$ cat config.mk
export PLATFORM = sky130hd
export DESIGN_NAME = bmp_pixel_stream_decoder_unit_flat
export DESIGN_NICKNAME = d
export VERILOG_FILES = /design/src/rtl/bmpdec_pkg.sv /design/src/rtl/bmpdec_byte_if.sv /design/src/rtl/bmpdec_result_if.sv /design/src/rtl/bmpdec_result_buf.sv /design/src/rtl/bmp_pixel_stream_decoder_unit.sv /design/src/flat_wrapper.sv
export SDC_FILE = /design/constraint.sdc
export NUM_CORES = 1
export LEC_CHECK = 0
export BUFFER_PORTS_ARGS = -buffer_cell sky130_fd_sc_hd__buf_4
export CAP_MARGIN = 15
export CELL_PAD_IN_SITES_DETAIL_PLACEMENT = 0
export CELL_PAD_IN_SITES_GLOBAL_PLACEMENT = 1
export CORE_UTILIZATION = 40
export DETAILED_ROUTE_END_ITERATION = 8
export PLACE_DENSITY = 0.65
export SLEW_MARGIN = 20
export SYNTH_ARGS = -nofsm -noshare
export SYNTH_HDL_FRONTEND = slang
export SYNTH_SLANG_ARGS = --single-unit
$ cat constraint.sdc
create_clock -name clk -period 26.7 [get_ports clk]
set_clock_uncertainty 0.05 [all_clocks]
set_input_delay 5.34 -clock clk [delete_from_list [all_inputs] [get_ports clk]]
set_output_delay 5.34 -clock clk [all_outputs]
set_load 0.02 [all_outputs]
$ cat src/rtl/bmpdec_pkg.sv
// Types, codes and constants of the BMP pixel stream decoder.
package bmpdec_pkg;

	typedef enum logic [2:0] {
		PH_HEADER,
		PH_SKIP,
		PH_PIXEL,
		PH_PAD,
		PH_DONE,
		PH_FAULT
	} phase_t;

	typedef enum logic [2:0] {
		ERR_NONE       = 3'd0,
		ERR_SIGNATURE  = 3'd1,
		ERR_DEPTH      = 3'd2,
		ERR_COMPRESSED = 3'd3,
		ERR_PALETTE    = 3'd4,
		ERR_SIZE       = 3'd5,
		ERR_TRUNCATED  = 3'd6
	} err_code_t;

	typedef enum logic {
		KIND_PIXEL = 1'b0,
		KIND_ERROR = 1'b1
	} kind_t;

	typedef struct packed {
		logic [7:0] data_byte;
		logic       file_end;
	} byte_item_t;

	typedef struct packed {
		kind_t      kind;
		logic [7:0] red;
		logic [7:0] green;
		logic [7:0] blue;
		logic [11:0] column;
		logic [11:0] row;
		logic       image_done;
		err_code_t  error_code;
	} result_t;

	localparam logic [15:0] SIGNATURE    = 16'h4d42;
	localparam logic [31:0] HEADER_BYTES = 32'd54;
	localparam logic [15:0] MIN_DEPTH    = 16'd24;
	localparam logic [15:0] MAX_DEPTH    = 16'd64;

	localparam logic [31:0] POS_SIGNATURE   = 32'd1;
	localparam logic [31:0] POS_OFFSET      = 32'd13;
	localparam logic [31:0] POS_WIDTH       = 32'd21;
	localparam logic [31:0] POS_HEIGHT      = 32'd25;
	localparam logic [31:0] POS_DEPTH       = 32'd29;
	localparam logic [31:0] POS_COMPRESSION = 32'd33;
	localparam logic [31:0] POS_COLORS      = 32'd49;
	localparam logic [31:0] POS_LAST        = 32'd53;

	function automatic result_t error_result(input err_code_t code);
		result_t r;
		r = '0;
		r.kind = KIND_ERROR;
		r.error_code = code;
		return r;
	endfunction

endpackage

$ cat src/rtl/bmpdec_byte_if.sv
// Byte input channel of the BMP decoder.
interface bmpdec_byte_if;
	logic                    valid;
	logic                    ready;
	bmpdec_pkg::byte_item_t  payload;

	modport source(output valid, output payload, input ready);
	modport sink(input valid, input payload, output ready);
endinterface

$ cat src/rtl/bmpdec_result_if.sv
// Result output channel of the BMP decoder.
interface bmpdec_result_if;
	logic                 valid;
	logic                 ready;
	bmpdec_pkg::result_t  payload;

	modport source(output valid, output payload, input ready);
	modport sink(input valid, input payload, output ready);
endinterface

$ cat src/rtl/bmpdec_result_buf.sv
// Two-entry result buffer that decouples the parser from the output channel.
module bmpdec_result_buf (
	input  logic                clk,
	input  logic                arst_n,
	input  logic                push_valid,
	input  bmpdec_pkg::result_t push_data,
	output logic                full,
	bmpdec_result_if.source     result_stream
);

	bmpdec_pkg::result_t head_q;
	bmpdec_pkg::result_t tail_q;
	logic                head_valid_q;
	logic                tail_valid_q;
	logic                pop;

	assign pop                   = head_valid_q && result_stream.ready;
	assign full                  = tail_valid_q;
	assign result_stream.valid   = head_valid_q;
	assign result_stream.payload = head_q;

	always_ff @(posedge clk or negedge arst_n) begin
		if (!arst_n) begin
			head_valid_q <= 1'b0;
			tail_valid_q <= 1'b0;
		end else begin
			case ({push_valid, pop})
				2'b10: begin
					if (head_valid_q) begin
						tail_valid_q <= 1'b1;
					end else begin
						head_valid_q <= 1'b1;
					end
				end
				2'b01: begin
					head_valid_q <= tail_valid_q;
					tail_valid_q <= 1'b0;
				end
				default: ;
			endcase
		end
	end

	always_ff @(posedge clk) begin
		case ({push_valid, pop})
			2'b10: begin
				if (head_valid_q) begin
					tail_q <= push_data;
				end else begin
					head_q <= push_data;
				end
			end
			2'b01: begin
				head_q <= tail_q;
			end
			2'b11: begin
				if (tail_valid_q) begin
					head_q <= tail_q;
					tail_q <= push_data;
				end else begin
					head_q <= push_data;
				end
			end
			default: ;
		endcase
	end

endmodule

$ cat src/rtl/bmp_pixel_stream_decoder_unit.sv
// Top level of the BMP pixel stream decoder.
//
// byte_stream carries the file one byte per transaction; file_end marks the
// last byte, after which the parser rearms for the next file.
// result_stream carries pixel transactions (color, destination column and
// row, image_done on the final pixel) and error transactions (error_code).
// A byte that yields a result registers it in the result buffer, which drives
// result_stream. One byte is accepted per cycle while byte_stream.ready is high;
// the header field, position and pixel counters all update as it is accepted.
// A two-entry result buffer lets a byte be accepted while one result waits;
// byte_stream.ready drops only while both entries are held by a stalled
// receiver, and nothing is lost or repeated across a stall.
// Reset clears the parser to the start of a header and empties the buffer.
// Bottom-up files have their rows flipped so that row zero is the top row.
module bmp_pixel_stream_decoder_unit #(
	parameter int unsigned MAX_WIDTH  = 4096,
	parameter int unsigned MAX_HEIGHT = 4096
) (
	input  logic            clk,
	input  logic            arst_n,
	bmpdec_byte_if.sink     byte_stream,
	bmpdec_result_if.source result_stream
);

	localparam int WW = $clog2(MAX_WIDTH + 1);
	localparam int HW = $clog2(MAX_HEIGHT + 1);

	bmpdec_pkg::phase_t    phase_q, phase_d;
	logic [31:0]           pos_q, pos_d;
	logic [31:0]           shift_q, shift_d;
	logic [31:0]           offset_q, offset_d;
	logic [WW-1:0]         width_q, width_d;
	logic [HW-1:0]         height_q, height_d;
	logic                  top_down_q, top_down_d;
	logic [3:0]            bpp_q, bpp_d;
	logic [2:0]            idx_q, idx_d;
	logic [1:0]            pad_q, pad_d;
	logic [WW-1:0]         col_q, col_d;
	logic [HW-1:0]         row_q, row_d;
	logic [7:0]            blue_q, blue_d;
	logic [7:0]            green_q, green_d;

	logic                  accept;
	logic                  buf_full;
	logic [7:0]            b;
	logic                  fend;
	logic [31:0]           v;
	logic [31:0]           pos_inc;
	logic [15:0]           depth;
	logic [31:0]           mag;
	logic [31:0]           offset_eff;
	logic                  col_last;
	logic                  row_last;
	logic                  final_pix;
	logic [HW-1:0]         drow;
	logic [1:0]            row_prod;
	logic [1:0]            pad_amt;
	logic [1:0]            pad_dec;
	logic                  hdr_err;
	bmpdec_pkg::err_code_t hdr_code;
	logic                  res_valid;
	bmpdec_pkg::result_t   res;
	bmpdec_pkg::result_t   res_pix;

	assign byte_stream.ready = !buf_full;
	assign accept            = byte_stream.valid && byte_stream.ready;
	assign b                 = byte_stream.payload.data_byte;
	assign fend              = byte_stream.payload.file_end;

	assign v          = {b, shift_q[31:8]};
	assign pos_inc    = (&pos_q) ? pos_q : pos_q + 32'd1;
	assign depth      = v[31:16];
	assign mag        = v[31] ? (32'd0 - v) : v;
	assign offset_eff = (offset_q < bmpdec_pkg::HEADER_BYTES) ?
		bmpdec_pkg::HEADER_BYTES : offset_q;

	assign col_last  = ((WW+1)'(col_q) + (WW+1)'(1)) >= (WW+1)'(width_q);
	assign row_last  = ((HW+1)'(row_q) + (HW+1)'(1)) >= (HW+1)'(height_q);
	assign final_pix = col_last && row_last;
	assign drow      = top_down_q ? row_q : (height_q - HW'(1) - row_q);
	assign row_prod  = 2'(width_q) * bpp_q[1:0];
	assign pad_amt   = 2'd0 - row_prod;
	assign pad_dec   = (pad_q != 2'd0) ? pad_q - 2'd1 : 2'd0;

	always_comb begin
		res_pix            = '0;
		res_pix.kind       = bmpdec_pkg::KIND_PIXEL;
		res_pix.red        = b;
		res_pix.green      = green_q;
		res_pix.blue       = blue_q;
		res_pix.column     = 12'(col_q);
		res_pix.row        = 12'(drow);
		res_pix.image_done = final_pix;
		res_pix.error_code = bmpdec_pkg::ERR_NONE;
	end

	always_comb begin
		phase_d    = phase_q;
		pos_d      = pos_q;
		shift_d    = shift_q;
		offset_d   = offset_q;
		width_d    = width_q;
		height_d   = height_q;
		top_down_d = top_down_q;
		bpp_d      = bpp_q;
		idx_d      = idx_q;
		pad_d      = pad_q;
		col_d      = col_q;
		row_d      = row_q;
		blue_d     = blue_q;
		green_d    = green_q;
		hdr_err    = 1'b0;
		hdr_code   = bmpdec_pkg::ERR_NONE;
		res_valid  = 1'b0;
		res        = res_pix;
		if (accept) begin
			case (phase_q)
				bmpdec_pkg::PH_HEADER: begin
					shift_d = v;
					pos_d   = pos_inc;
					case (pos_q)
						bmpdec_pkg::POS_SIGNATURE: begin
							if (v[31:16] != bmpdec_pkg::SIGNATURE) begin
								hdr_code = bmpdec_pkg::ERR_SIGNATURE;
							end
						end
						bmpdec_pkg::POS_OFFSET: begin
							offset_d = v;
						end
						bmpdec_pkg::POS_WIDTH: begin
							if (v[31] || v == 32'd0 || v > 32'(MAX_WIDTH)) begin
								hdr_code = bmpdec_pkg::ERR_SIZE;
							end else begin
								width_d = v[WW-1:0];
							end
						end
						bmpdec_pkg::POS_HEIGHT: begin
							top_down_d = v[31];
							if (mag == 32'd0 || mag > 32'(MAX_HEIGHT)) begin
								hdr_code = bmpdec_pkg::ERR_SIZE;
							end else begin
								height_d = mag[HW-1:0];
							end
						end
						bmpdec_pkg::POS_DEPTH: begin
							if (depth < bmpdec_pkg::MIN_DEPTH || depth > bmpdec_pkg::MAX_DEPTH
								|| depth[2:0] != 3'd0) begin
								hdr_code = bmpdec_pkg::ERR_DEPTH;
							end else begin
								bpp_d = depth[6:3];
							end
						end
						bmpdec_pkg::POS_COMPRESSION: begin
							if (v != 32'd0) begin
								hdr_code = bmpdec_pkg::ERR_COMPRESSED;
							end
						end
						bmpdec_pkg::POS_COLORS: begin
							if (v != 32'd0) begin
								hdr_code = bmpdec_pkg::ERR_PALETTE;
							end
						end
						bmpdec_pkg::POS_LAST: begin
							offset_d = offset_eff;
						end
						default: ;
					endcase
					if (hdr_code != bmpdec_pkg::ERR_NONE) begin
						hdr_err   = 1'b1;
						res_valid = 1'b1;
						res       = bmpdec_pkg::error_result(hdr_code);
						phase_d   = bmpdec_pkg::PH_FAULT;
					end else if (pos_q == bmpdec_pkg::POS_LAST) begin
						phase_d = (pos_inc >= offset_eff) ?
							bmpdec_pkg::PH_PIXEL : bmpdec_pkg::PH_SKIP;
					end
				end
				bmpdec_pkg::PH_SKIP: begin
					pos_d = pos_inc;
					if (pos_inc >= offset_q) begin
						phase_d = bmpdec_pkg::PH_PIXEL;
					end
				end
				bmpdec_pkg::PH_PIXEL: begin
					if (idx_q == 3'd0) begin
						blue_d = b;
					end
					if (idx_q == 3'd1) begin
						green_d = b;
					end
					if (idx_q == 3'd2) begin
						res_valid = 1'b1;
					end
					if (idx_q == 3'd2 && final_pix) begin
						phase_d = bmpdec_pkg::PH_DONE;
					end else if (({1'b0, idx_q} + 4'd1) >= bpp_q) begin
						idx_d = 3'd0;
						if (col_last) begin
							col_d = '0;
							row_d = row_q + HW'(1);
							if (pad_amt != 2'd0) begin
								pad_d   = pad_amt;
								phase_d = bmpdec_pkg::PH_PAD;
							end
						end else begin
							col_d = col_q + WW'(1);
						end
					end else begin
						idx_d = idx_q + 3'd1;
					end
				end
				bmpdec_pkg::PH_PAD: begin
					pad_d = pad_dec;
					if (pad_dec == 2'd0) begin
						phase_d = bmpdec_pkg::PH_PIXEL;
					end
				end
				default: ;
			endcase
			if (fend) begin
				if (!hdr_err && phase_d != bmpdec_pkg::PH_DONE
					&& phase_d != bmpdec_pkg::PH_FAULT) begin
					res_valid = 1'b1;
					res       = bmpdec_pkg::error_result(bmpdec_pkg::ERR_TRUNCATED);
				end
				phase_d = bmpdec_pkg::PH_HEADER;
				pos_d   = '0;
				idx_d   = '0;
				pad_d   = '0;
				col_d   = '0;
				row_d   = '0;
			end
		end
	end

	always_ff @(posedge clk or negedge arst_n) begin
		if (!arst_n) begin
			phase_q <= bmpdec_pkg::PH_HEADER;
			pos_q   <= '0;
			idx_q   <= '0;
			pad_q   <= '0;
			col_q   <= '0;
			row_q   <= '0;
		end else begin
			phase_q <= phase_d;
			pos_q   <= pos_d;
			idx_q   <= idx_d;
			pad_q   <= pad_d;
			col_q   <= col_d;
			row_q   <= row_d;
		end
	end

	always_ff @(posedge clk) begin
		shift_q    <= shift_d;
		offset_q   <= offset_d;
		width_q    <= width_d;
		height_q   <= height_d;
		top_down_q <= top_down_d;
		bpp_q      <= bpp_d;
		blue_q     <= blue_d;
		green_q    <= green_d;
	end

	bmpdec_result_buf u_result_buf (
		.clk           (clk),
		.arst_n        (arst_n),
		.push_valid    (res_valid),
		.push_data     (res),
		.full          (buf_full),
		.result_stream (result_stream)
	);

endmodule

$ cat src/flat_wrapper.sv
// flat-port wrapper written by rule: the top's interface ports become plain ports
module bmp_pixel_stream_decoder_unit_flat 
#(
	parameter int unsigned MAX_WIDTH  = 4096,
	parameter int unsigned MAX_HEIGHT = 4096
)
  (clk, arst_n, byte_stream_valid, byte_stream_payload, byte_stream_ready, result_stream_valid, result_stream_payload, result_stream_ready);
  bmpdec_byte_if byte_stream_i ();
  bmpdec_result_if result_stream_i ();
  input  logic clk;
  input  logic arst_n;
  input wire logic [$bits(byte_stream_i.valid)-1:0] byte_stream_valid;
  input wire logic [$bits(byte_stream_i.payload)-1:0] byte_stream_payload;
  output wire logic [$bits(byte_stream_i.ready)-1:0] byte_stream_ready;
  output wire logic [$bits(result_stream_i.valid)-1:0] result_stream_valid;
  output wire logic [$bits(result_stream_i.payload)-1:0] result_stream_payload;
  input wire logic [$bits(result_stream_i.ready)-1:0] result_stream_ready;
  assign byte_stream_i.valid = byte_stream_valid;
  assign byte_stream_i.payload = byte_stream_payload;
  assign byte_stream_ready = byte_stream_i.ready;
  assign result_stream_valid = result_stream_i.valid;
  assign result_stream_payload = result_stream_i.payload;
  assign result_stream_i.ready = result_stream_ready;
  bmp_pixel_stream_decoder_unit #(.MAX_WIDTH(MAX_WIDTH), .MAX_HEIGHT(MAX_HEIGHT)) u_core (.clk(clk), .arst_n(arst_n), .byte_stream(byte_stream_i), .result_stream(result_stream_i));
endmodule
* Word level (Yosys, flattened, before mapping)
Cells that the tools add are included.
Operators by class: bitwise gates (word level) 3, add/subtract/negate cells 12, muxes and demuxes 71, order comparisons 10, $mul 1, equal/unequal tests 27, reductions and logical operators 50
Operator list (count):
- 53-bit two-way mux | 9
- 32-bit two-way mux | 5
- 53-bit one-hot mux with 3 select lines | 1
- 13-bit two-way mux | 10
- 53-bit one-hot mux with 2 select lines | 1
- 32-bit by 5-bit == test with 1-bit output, second input constant | 3
- 32-bit by 6-bit == test with 1-bit output, second input constant | 3
- 32-bit greater-or-equal comparator | 2
- 32-bit by 13-bit > comparator with 1-bit output, second input constant | 2
- 32-bit logical NOT | 2
- 32-bit one-hot mux with 2 select lines | 1
- 3-bit two-way mux | 19
- 32-bit by 1-bit adder with 32-bit output, second input constant | 1
- 32-bit by 1-bit == test with 1-bit output, second input constant | 1
- 32-bit by 4-bit == test with 1-bit output, second input constant | 1
- 32-bit by 6-bit less-than comparator with 1-bit output, second input constant | 1
- 32-bit AND reduction | 1
- 32-bit nonzero test | 1
- 1-bit by 32-bit subtractor with 32-bit output, first input constant | 1
- 13-bit by 1-bit adder with 14-bit output, second input constant | 2
- 14-bit by 13-bit greater-or-equal comparator with 1-bit output | 2
- 13-bit by 1-bit adder with 13-bit output, second input constant | 2
- 2-bit two-way mux | 9
- 3-bit one-hot mux with 6 select lines | 1
- 37 further kinds | 93
Word-level totals: flip-flop bits (word level) 285, logic and storage cells 206, input port bits 13, output and inout bits 55

* Logic depth before layout (Yosys ltp)
Gate-level depths: netlist (run 1).
depth after elaboration 21, depth in mapped cells 25, depth with buffers taken out 22

* Modules after synthesis
Synthesis (run 1) repeated with hierarchy kept, for this count alone.
Second synthesis, totals: cells, all modules 1722, area total of the unflattened synthesis 17708.2 um^2
Modules (own cells, without submodules):
- bmp_pixel_stream_decoder_unit | instances 1, area each 12687.2 um^2, sequential area each 4744.6 um^2, cells an instance 1363
- bmpdec_result_buf | instances 1, area each 5021.1 um^2, sequential area each 3233.1 um^2, cells an instance 359

* Worst setup path after synthesis (run 1)
Ideal clock, no wire load.
kind input to register, start point in byte_stream_payload[1], end point reg u_core.u_result_buf.tail_q[0] (netlist bit), enable pin, required time 26.121 ns, slack 13.846 ns, buffers on the path 2, setup time 0.529 ns, stages on the path 14, arrival time 12.275 ns, cell sequence clkbuf_1 or4_1 o21bai_1 a21oi_1 a221oi_1 or4b_1 or4b_4 and3_4 nor3_2 clkbuf_1 nand2_1 ha_1 nor2b_1 nor3_1
Between the ends: longest elaborated chain between the ends 21, elaborated cells on any way between the ends 46, classes of those cells 1 x add/sub; 4 x order compare; 7 x eq/ne; 20 x mux; 14 x reduce/logical
Ends and longest elaborated chain:
- from (decl) | RTL line flat_wrapper.sv:13 | input wire logic [$bits(byte_stream_i.payload)-1:0] byte_stream_payload;
- 1-bit by 32-bit subtractor with 32-bit output | RTL line bmp_pixel_stream_decoder_unit.sv:73 | assign mag = v[31] ? (32'd0 - v) : v;
- 32-bit two-way mux | RTL line bmp_pixel_stream_decoder_unit.sv:73
- 32-bit by 13-bit > comparator with 1-bit output or 32-bit logical NOT (tied branches) | RTL line bmp_pixel_stream_decoder_unit.sv:139 | if (mag == 32'd0 || mag > 32'(MAX_HEIGHT)) begin
- 1-bit logical OR | RTL line bmp_pixel_stream_decoder_unit.sv:139
- 3-bit two-way mux | RTL line bmp_pixel_stream_decoder_unit.sv:139
- 3-bit one-hot mux with 6 select lines * | RTL line bmp_pixel_stream_decoder_unit.sv:121 | case (pos_q)
- 3-bit two-way mux * | RTL line bmp_pixel_stream_decoder_unit.sv:117 | case (phase_q)
- 3-bit two-way mux * | RTL line bmp_pixel_stream_decoder_unit.sv:116 | if (accept) begin
- (+5 left out)
- 1-bit logical AND | RTL line bmp_pixel_stream_decoder_unit.sv:221 | if (!hdr_err && phase_d != bmpdec_pkg::PH_DONE
- 1-bit logical AND | RTL line bmp_pixel_stream_decoder_unit.sv:222 | && phase_d != bmpdec_pkg::PH_FAULT) begin
- 1-bit two-way mux | RTL line bmp_pixel_stream_decoder_unit.sv:221
- 1-bit two-way mux * | RTL line bmp_pixel_stream_decoder_unit.sv:220 | if (fend) begin
- 1-bit two-way mux * | RTL line bmp_pixel_stream_decoder_unit.sv:116
- 2-bit == test | RTL line bmpdec_result_buf.sv:45 | case ({push_valid, pop})
- 2-bit inequality test (no line) or 2-bit nonzero test (tied branches)
- 3-bit AND reduction (no line) *
- to (signal assigned) | RTL line bmpdec_result_buf.sv:48 | tail_q <= push_data;
- to (signal assigned) | RTL line bmpdec_result_buf.sv:59 | tail_q <= push_data;
- to (decl) | RTL line bmpdec_result_buf.sv:12 | bmpdec_pkg::result_t tail_q;
Mark *: on every way between the ends. The rest lies on a longest branch, timed or not. The select of a mux whose other input is x is not followed. A chain may end at the register's enable or synchronous reset.

* Worst setup path in the final report (run 1)
start point in byte_stream_payload[8], end point reg u_core.u_result_buf.head_q (netlist bit u_core.u_result_buf.result_stream.payload[49]) (data pin)
Between the ends: longest elaborated chain between the ends 20, elaborated cells on any way between the ends 51, classes of those cells 1 x add/sub; 4 x order compare; 6 x eq/ne; 28 x mux; 12 x reduce/logical
Ends and longest elaborated chain:
- 1-bit by 32-bit subtractor with 32-bit output | RTL line bmp_pixel_stream_decoder_unit.sv:73
- 32-bit two-way mux | RTL line bmp_pixel_stream_decoder_unit.sv:73
- 32-bit by 13-bit > comparator with 1-bit output or 32-bit logical NOT (tied branches) | RTL line bmp_pixel_stream_decoder_unit.sv:139
- 1-bit logical OR | RTL line bmp_pixel_stream_decoder_unit.sv:139
- 3-bit two-way mux | RTL line bmp_pixel_stream_decoder_unit.sv:139
- 3-bit one-hot mux with 6 select lines * | RTL line bmp_pixel_stream_decoder_unit.sv:121
- 3-bit two-way mux * | RTL line bmp_pixel_stream_decoder_unit.sv:117
- 3-bit two-way mux * | RTL line bmp_pixel_stream_decoder_unit.sv:116
- (+4 left out)
- 3-bit inequality test or 1-bit logical NOT (tied branches) | RTL line bmp_pixel_stream_decoder_unit.sv:221
- 1-bit logical AND | RTL line bmp_pixel_stream_decoder_unit.sv:221
- 1-bit logical AND | RTL line bmp_pixel_stream_decoder_unit.sv:222
- 1-bit two-way mux or 53-bit two-way mux (tied branches) | RTL line bmp_pixel_stream_decoder_unit.sv:221
- 1-bit two-way mux or 53-bit two-way mux (tied branches) | RTL line bmp_pixel_stream_decoder_unit.sv:220
- 1-bit two-way mux or 53-bit two-way mux (tied branches) | RTL line bmp_pixel_stream_decoder_unit.sv:116
- 2-bit == test, or another cell as far along | RTL line bmpdec_result_buf.sv:45
- 53-bit one-hot mux with 3 select lines * | RTL line bmpdec_result_buf.sv:45
- to (signal assigned) | RTL line bmpdec_result_buf.sv:50 | head_q <= push_data;
- to (signal assigned) | RTL line bmpdec_result_buf.sv:54 | head_q <= tail_q;
- to (signal assigned) | RTL line bmpdec_result_buf.sv:58 | head_q <= tail_q;
- to (decl) | RTL line bmpdec_result_buf.sv:11 | bmpdec_pkg::result_t head_q;
Marked as above.

==> results of run 1 <==
-- final cells by class --
class / count / area, um2
inverter: 135 / 507
clock buffer: 46 / 927
multi-input combinational: 1153 / 7980
tap: 532 / 666
timing repair buffer: 89 / 668
sequential: 277 / 7980
fill: 3934 / 22300
clock inverter: 14 / 118
-- layout by cell type, fill, tap and decap left out, types with 8 or more instances in the layout --
cell       count
a211oi_1      10
a21o_1        31
a21oi_1       74
a22o_1        59
a31oi_1       14
and2_1        41
and3_1         8
buf_4         89
clkbuf_1      10
clkbuf_16     35
dfrtp_1       68
edfxtp_1     209
ha_1         118
inv_1        134
mux2_2        20
nand2_1      128
nand2b_1      17
nand3_1       58
nand4_1       32
nor2_1       103
nor2b_1       17
nor3_1        38
nor4_1        39
o21ai_0       89
o31ai_1       31
or2_2          8
or3_1         15
or4_1          8
xnor2_1       49
xor2_1        24
-- state kept, by name, indices dropped and copies added, names as in the netlist --
| signal | flops |
|---|---|
| u_core.u_result_buf.result_stream.payload | 53 |
| u_core.u_result_buf.tail_q | 53 |
| u_core.offset_q | 32 |
| u_core.pos_q | 32 |
| u_core.shift_q | 24 |
| u_core.col_q | 13 |
| u_core.height_q | 13 |
| u_core.row_q | 13 |
| u_core.width_q | 13 |
| u_core.blue_q | 8 |
| u_core.green_q | 8 |
| u_core.bpp_q | 4 |
| u_core.idx_q | 3 |
| u_core.phase_q | 3 |
| u_core.pad_q | 2 |
| u_core.top_down_q | 1 |
| u_core.u_result_buf.full | 1 |
| u_core.u_result_buf.result_stream.valid | 1 |
-- layer usage --
layer	track usage (%)	vias up	share of wire (%)
li1	-	6185	-
met4	7.38	0	2.6
met2	35.8	329	46
met5	0	-	0
met1	31.0	6282	46
met3	3.28	72	4.9
-- where the power goes --
part	total (mW)	switching [mW]	internal (mW)
Combinational	0.317	0.202	0.115
Clock	0.442	0.187	0.256
Sequential	0.585	0.0430	0.542
Total	1.34	0.432	0.913
-- cells by family (layout without fill, tap and decap cells) --
logic type               Yosys count  in the layout
multiplexers                      25             25
adder cells (fa/ha/maj)          119            119
AO/OA/AOI/OAI                    378            378
flip-flops                       277            277
XOR/XNOR                          73             73
buffers and inverters            226            284
AND/OR/NAND/NOR                  558            558
-- path summary, 6_finish.rpt --
path                                                                           endpoint  slack, ns  cells after the start
worst max-delay path            u_core.u_result_buf.result_stream.payload[49]$_DFFE_PP_      16.13                     17
worst min-delay path             u_core.u_result_buf.result_stream.payload[4]$_DFFE_PP_       0.47                      2
min in group asynchronous                                  u_core.pos_q[22]$_DFFE_PN0P_       4.58                      1
worst max register to register  u_core.u_result_buf.result_stream.payload[49]$_DFFE_PP_      19.80                     16
max in group asynchronous                                  u_core.col_q[12]$_DFFE_PN0P_      20.89                      2
worst min register to register   u_core.u_result_buf.result_stream.payload[4]$_DFFE_PP_       0.47                      2
-- worst register-to-register path, cell delays in order (launching register included) --
cell and delay [ns]:
edfxtp_1 0.60, or4_1 0.77, or4_1 0.75, o41ai_4 0.51, xnor2_1 0.12, or4_1 0.57
or4b_4 0.53, and3_4 0.22, nor3_4 0.09, buf_4 0.38, nand2_1 0.15, ha_1 0.27
nor2b_1 0.16, nor2_1 0.82, nor4_4 0.01, buf_4 0.31, a22o_1 0.33
==> flow_summary.toml, run 1 <==
[sta]
tightest_slew_ns = 1.08
postLayoutSetupSlackWorst_ns = 16.13
setup_viol = 0
finalHoldViolCount = 0
max_slew_margin_pct = 27.5
hold_ws_ns = 0.470
layout_min_cycle_time_ns = 10.57
rsz0062_at_grt = "no"
max_freq_mhz = 94.6
fin_setup_tns_ns = 0
slew_viol_final = 0
period_share_pct = 39.6

[grt]
grt_antenna_before_repair = 0
grt_usage_pct = 22.4
grt_pass1_vias = 12300
overflow = 0
grt_first_pass_wirelength_mm = 72.8
grt_start_max_net_pins = 59

[yosys]
synthDistinctLibCells = 79
synth_most_common_cell = "edfxtp_1"
synth_nets = 1788
synth_async_sr_flop_share_pct = 24.5
syn_avg_cell_area_um2 = 10.1
synth_commonest_cells = "209 x edfxtp_1, 134 x inv_1, 128 x nand2_1"
synth_top_cell_by_area = "edfxtp_1"
netlist_instances = 1656
synth_xor_area_share_pct = 3.81
synth_top_family_by_area = "simple AND/OR/NAND/NOR gates"
synth_edf_count = 209
yosys.area_share.adder_pct = 8.93
ys_ff_latch = 277
synth_area_um2 = 16800
synth_area_leaders = "edfxtp_1 37%, dfrtp_1 10%, ha_1 8.8%, a22o_1 3.1%, inv_1 3.0%"
synth-warning-count = 0
yosysTopAreaCellShare_pct = 37.4
synth_flop_cell = "edfxtp_1"
yosysSeqAreaShare_pct = 47.6
synth_mux_area_share_pct = 1.64
synth-compound-area-share_pct = 15.4
yosys.area_share.simple_pct = 17.4

[final_layout]
antenna_cells = 0
drive_gt1_share_pct = 11.0
synthToLayoutAreaGrowth_pct = 12.4
final_cells = 2246
final_area_um2 = 18800
utilization_pct = 45.8
fin_nets = 1822

[cts]
htree_levels = 2
post_cts_resize_count = 0
root_buffer = "clkbuf_16"
cts_hold_buffers = 0
cts.sinks = 277
clk_pin_slew_ns = 0.06
cts_setup_buffers = 0
numCtsBuffers = 34
clk_latency_ns = 0.55
cts_buffer_depth = 3
cts_tree = "built"

[floorplan]
pin_count = 68
die_w_um = 207
start_util_pct = 40.8
rows = 74
core_area_um2 = 41100
die_h_um = 207
die-area_um2 = 42700

[placement]
placedCellCount = 2186
gp_congestion = 0.878
dp_worst_setup_slack_ns = 15.57
dp_hpwl_mm = 33.6
portBuffers = 67
placed_area_um2 = 17800

[job]
maxCapViolations = 0

[pwr]
power_leakage_nw = 7.67
irDropWorstVdd_v = 0.0000470
power_mw = 1.34
power.density_nw_per_um2 = 71.4

[route]
dr.first_iter.drc_count = 916
drt-pass1-iter-count = 7
drc_errors = 0
wirelength_mm = 47.0
vias = 12900
vias_per_cell = 5.73
postRouteAntennaNets = 0
wl_per_cell_um = 20.9

[critical_path]
crit_family = "simple AND/OR/NAND/NOR gates"
cp.required_ns = 26.94
endpoint_kind = "register"
cp-start-kind = "input port"
crit_path_top_delay_cell = "nor2_1"
cp_cell_sequence = "buf_4, o31ai_1, xnor2_1, or4b_2, a2111oi_0, xnor2_1, or4b_4, and3_4, nor3_4, buf_4, nand2_1, ha_1, nor2b_1, nor2_1, nor4_4, buf_4, a22o_1"
cpPeakStageDelay_ns = 0.82
critical_path_buf_inv_count = 3
cp_max_fo = 47
crit_arrival_ns = 10.80
cp-startpoint = "byte_stream_payload[8]"
cp_common_cell = "buf_4"
r2r_start = "u_core.shift_q[10]$_DFFE_PP_"
path_class = "in -> reg"

[min_path]
hold_path.startpoint = "u_core.u_result_buf.tail_q[4]$_DFFE_PP_"
hold_class = "reg -> reg"

[outcome]
status = "finished clean"
Note: power is estimated with default switching activity, not from simulation.
==> run 2: changes to the inputs <==
--- a/config.mk
+++ b/config.mk
@@ -5,13 +5,14 @@
 export SDC_FILE = /design/constraint.sdc
 export NUM_CORES = 1
 export LEC_CHECK = 0
+export ABC_AREA = 1
 export BUFFER_PORTS_ARGS = -buffer_cell sky130_fd_sc_hd__buf_4
 export CAP_MARGIN = 15
 export CELL_PAD_IN_SITES_DETAIL_PLACEMENT = 0
 export CELL_PAD_IN_SITES_GLOBAL_PLACEMENT = 1
 export CORE_UTILIZATION = 40
 export DETAILED_ROUTE_END_ITERATION = 8
-export PLACE_DENSITY = 0.65
+export PLACE_DENSITY = 0.67
 export SLEW_MARGIN = 20
 export SYNTH_ARGS = -nofsm -noshare
 export SYNTH_HDL_FRONTEND = slang
==> constraint.sdc (replaced) <==
create_clock -name clk -period 10 [get_ports clk]
set_clock_uncertainty 0.05 [all_clocks]
set_input_delay 2 -clock clk [delete_from_list [all_inputs] [get_ports clk]]
set_output_delay 2 -clock clk [all_outputs]
set_load 0.02 [all_outputs]
==> run 2 against run 1 <==
Synthesized area shrank 0.32%. Setup slack lost 13 ns. Largest power group unchanged. Routed wire length shrank 3.0%. The run now ends with DRC left.
==> flow_summary.toml, run 2 <==
[outcome]
status = "finished with violations"
violations = "DRC"

[pwr]
power.density_nw_per_um2 = 252
power_leakage_nw = 8.62
irDropWorstVdd_v = 0.000177

[yosys]
netlist_instances = 1967
synth-warning-count = 0
synth_top_cell_by_area = "edfxtp_1"
synth-compound-area-share_pct = 7.64
synth_nets = 2099
ys_ff_latch = 277
synth_area_um2 = 16700
syn_avg_cell_area_um2 = 8.50
synth_async_sr_flop_share_pct = 24.5
synth_commonest_cells = "427 x nand2_1, 309 x inv_1, 209 x edfxtp_1"
yosysTopAreaCellShare_pct = 37.6
synth_area_leaders = "edfxtp_1 38%, dfrtp_1 10%, nand2_1 9.6%, ha_1 8.8%, inv_1 6.9%"
synth_flop_cell = "edfxtp_1"
synthDistinctLibCells = 53
synth_edf_count = 209
synth_most_common_cell = "nand2_1"
synth_mux_area_share_pct = 0
synth_top_family_by_area = "simple AND/OR/NAND/NOR gates"
yosysSeqAreaShare_pct = 47.7
synth_xor_area_share_pct = 2.73
yosys.area_share.simple_pct = 24.2
yosys.area_share.adder_pct = 8.95

[final_layout]
seqCellArea_um2 = 7980
fin_nets = 2157
layout_commonest_cell = "nand2_1"
synthToLayoutAreaGrowth_pct = 12.8
antenna_cells = 0
drive_gt1_share_pct = 7.80
nFillCells = 3981
multi_input_area_um2 = 7320
final_cell_mix = "425 x nand2_1, 309 x inv_1, 209 x edfxtp_1, 179 x nor2_1, 149 x nand3_1"

[grt]
use_met2_pct = 36.7
grt_antenna_before_repair = 0
grt_start_max_net_pins = 66
grt_first_pass_wirelength_mm = 71.8
overflow = 0
grt_pass1_vias = 13000
gr-usage-met1_pct = 29.5
grt-busiest-layer = "met2"
use_met3_pct = 2.70
grt_usage_pct = 21.9

[cts]
cts.sinks = 277
cts_tree = "built"
clk_pin_slew_ns = 0.06
cts_buffer_depth = 3
clk_latency_ns = 0.54
htree_levels = 2
post_cts_resize_count = 0
cts_hold_buffers = 0
root_buffer = "clkbuf_16"
numCtsBuffers = 34
cts_setup_buffers = 0

[critical_path]
cp_common_cell = "nand2_1"
cp_max_fo = 35
cpPeakStageDelay_ns = 0.57
r2r_cells = 32
cp.depth = 32
crit_arrival_ns = 6.67
crit_path_top_delay_cell = "buf_4"
critical_path_buf_inv_count = 4
cp.required_ns = 10.12
path_class = "reg -> reg"
crit_family = "simple AND/OR/NAND/NOR gates"
cp-start-kind = "register"
endpoint_kind = "register"

[sta]
period_share_pct = 65.5
max_slew_margin_pct = 29.1
layout_min_cycle_time_ns = 6.55
hold_ws_ns = 0.451
max_freq_mhz = 153
fin_setup_tns_ns = 0
tightest_slew_ns = 1.06
slew_viol_final = 0
setup_viol = 0
rsz0062_at_grt = "no"
finalHoldViolCount = 0

[route]
vias_per_cell = 5.17
postRouteAntennaNets = 0
wirelength_mm = 45.6
dr.first_iter.drc_count = 858
wl_per_cell_um = 17.6
drt-pass1-iter-count = 7
drc_errors = 12
vias = 13300

[floorplan]
pin_count = 68
rows = 74
start_util_pct = 40.7
die_h_um = 206
die_w_um = 206
die-area_um2 = 42600
core_area_um2 = 41000

[placement]
gp_congestion = 0.881
dp_hpwl_mm = 33.2
portBuffers = 67

[min_path]
hold_class = "reg -> reg"
whs_path_depth = 2

[job]
maxCapViolations = 0
-- run 2: cell types whose count changed in the layout (fill, tap and decap cells not counted), moves of 35 or more --
| cell | change |
|---|---|
| a22o_1 | -58 |
| o21ai_0 | +35 |
| nand4_1 | +47 |
| nand2_1 | +297 |
| xnor2_1 | -44 |
| nand3_1 | +91 |
| inv_1 | +175 |
| nor2_1 | +76 |
| and2_1 | -40 |
-- run 2: worst register-to-register path: cells and delay by family, from the launching register on --
kind                     cells  cell delay, ns
AND/OR/NAND/NOR             19            2.75
XOR/XNOR                     1            0.24
AO/OA/AOI/OAI                5            1.04
buffers and inverters        4            0.86
flip-flops                   1            0.40
adder cells (fa/ha/maj)      3            0.77
-- run 2: worst paths after layout --
kind / from / endpoint / slack [ns]
worst max register to register: u_core.pos_q[0]$_DFFE_PN0P_ / u_core.u_result_buf.tail_q[40]$_DFFE_PP_ / 3.45
worst max-delay path: u_core.pos_q[0]$_DFFE_PN0P_ / u_core.u_result_buf.tail_q[40]$_DFFE_PP_ / 3.45
min in group asynchronous: arst_n / u_core.pos_q[10]$_DFFE_PN0P_ / 1.41
worst min register to register: u_core.pad_q[0]$_DFFE_PN0P_ / u_core.pad_q[0]$_DFFE_PN0P_ / 0.45
max in group asynchronous: arst_n / u_core.col_q[1]$_DFFE_PN0P_ / 7.54
worst min-delay path: u_core.pad_q[0]$_DFFE_PN0P_ / u_core.pad_q[0]$_DFFE_PN0P_ / 0.45
-- run 2: power by group --
part | total [mW] | switching (mW) | internal [mW]
Combinational | 1.74 | 1.15 | 0.591
Clock | 1.23 | 0.493 | 0.741
Sequential | 1.77 | 0.211 | 1.56
Total | 4.74 | 1.85 | 2.89
-- run 2: layout make-up --
cell class              instances  share of cell area, %
clock buffers                  43                   4.75
clock inverters                18                   1.11
inverters                     316                   6.30
multi-input cells            1318                   38.9
flip-flops and latches        277                   42.3
well taps                     532                   3.53
repair buffers                 78                   3.11
-- run 2: metal layers --
| layer | up-vias | wire length, um |
|---|---|---|
| li1 | 6701 | - |
| met1 | 6328 | 21100 |
| met2 | 252 | 21800 |
| met3 | 63 | 1740 |
| met4 | 0 | 977 |
| met5 | - | 0 |
-- run 2: kinds of logic (layout without fill, tap and decap cells) --
group | Yosys count | after routing
flip-flops | 277 | 277
adder cells (fa/ha/maj) | 119 | 119
XOR/XNOR | 52 | 52
AND/OR/NAND/NOR | 918 | 918
AO/OA/AOI/OAI | 229 | 229
buffers and inverters | 372 | 455
-- run 2: metrics by stage --
step / utilization (%) / power [mW] / std cells / setup slack (ns) / area, um2
3_3_place_gp: 43.2 / 3.50 / 2521 / 2.95 / 17700
4_1_cts: 45.9 / 4.79 / 2582 / 3.39 / 18800
6_report: 45.9 / 4.74 / 2582 / 3.45 / 18800
5_1_grt: 45.9 / 5.10 / 2582 / 2.78 / 18800
2_1_floorplan: - / 2.96 / 1967 / 1.47 / 16700
3_5_place_dp: 43.2 / 3.54 / 2521 / 2.92 / 17700
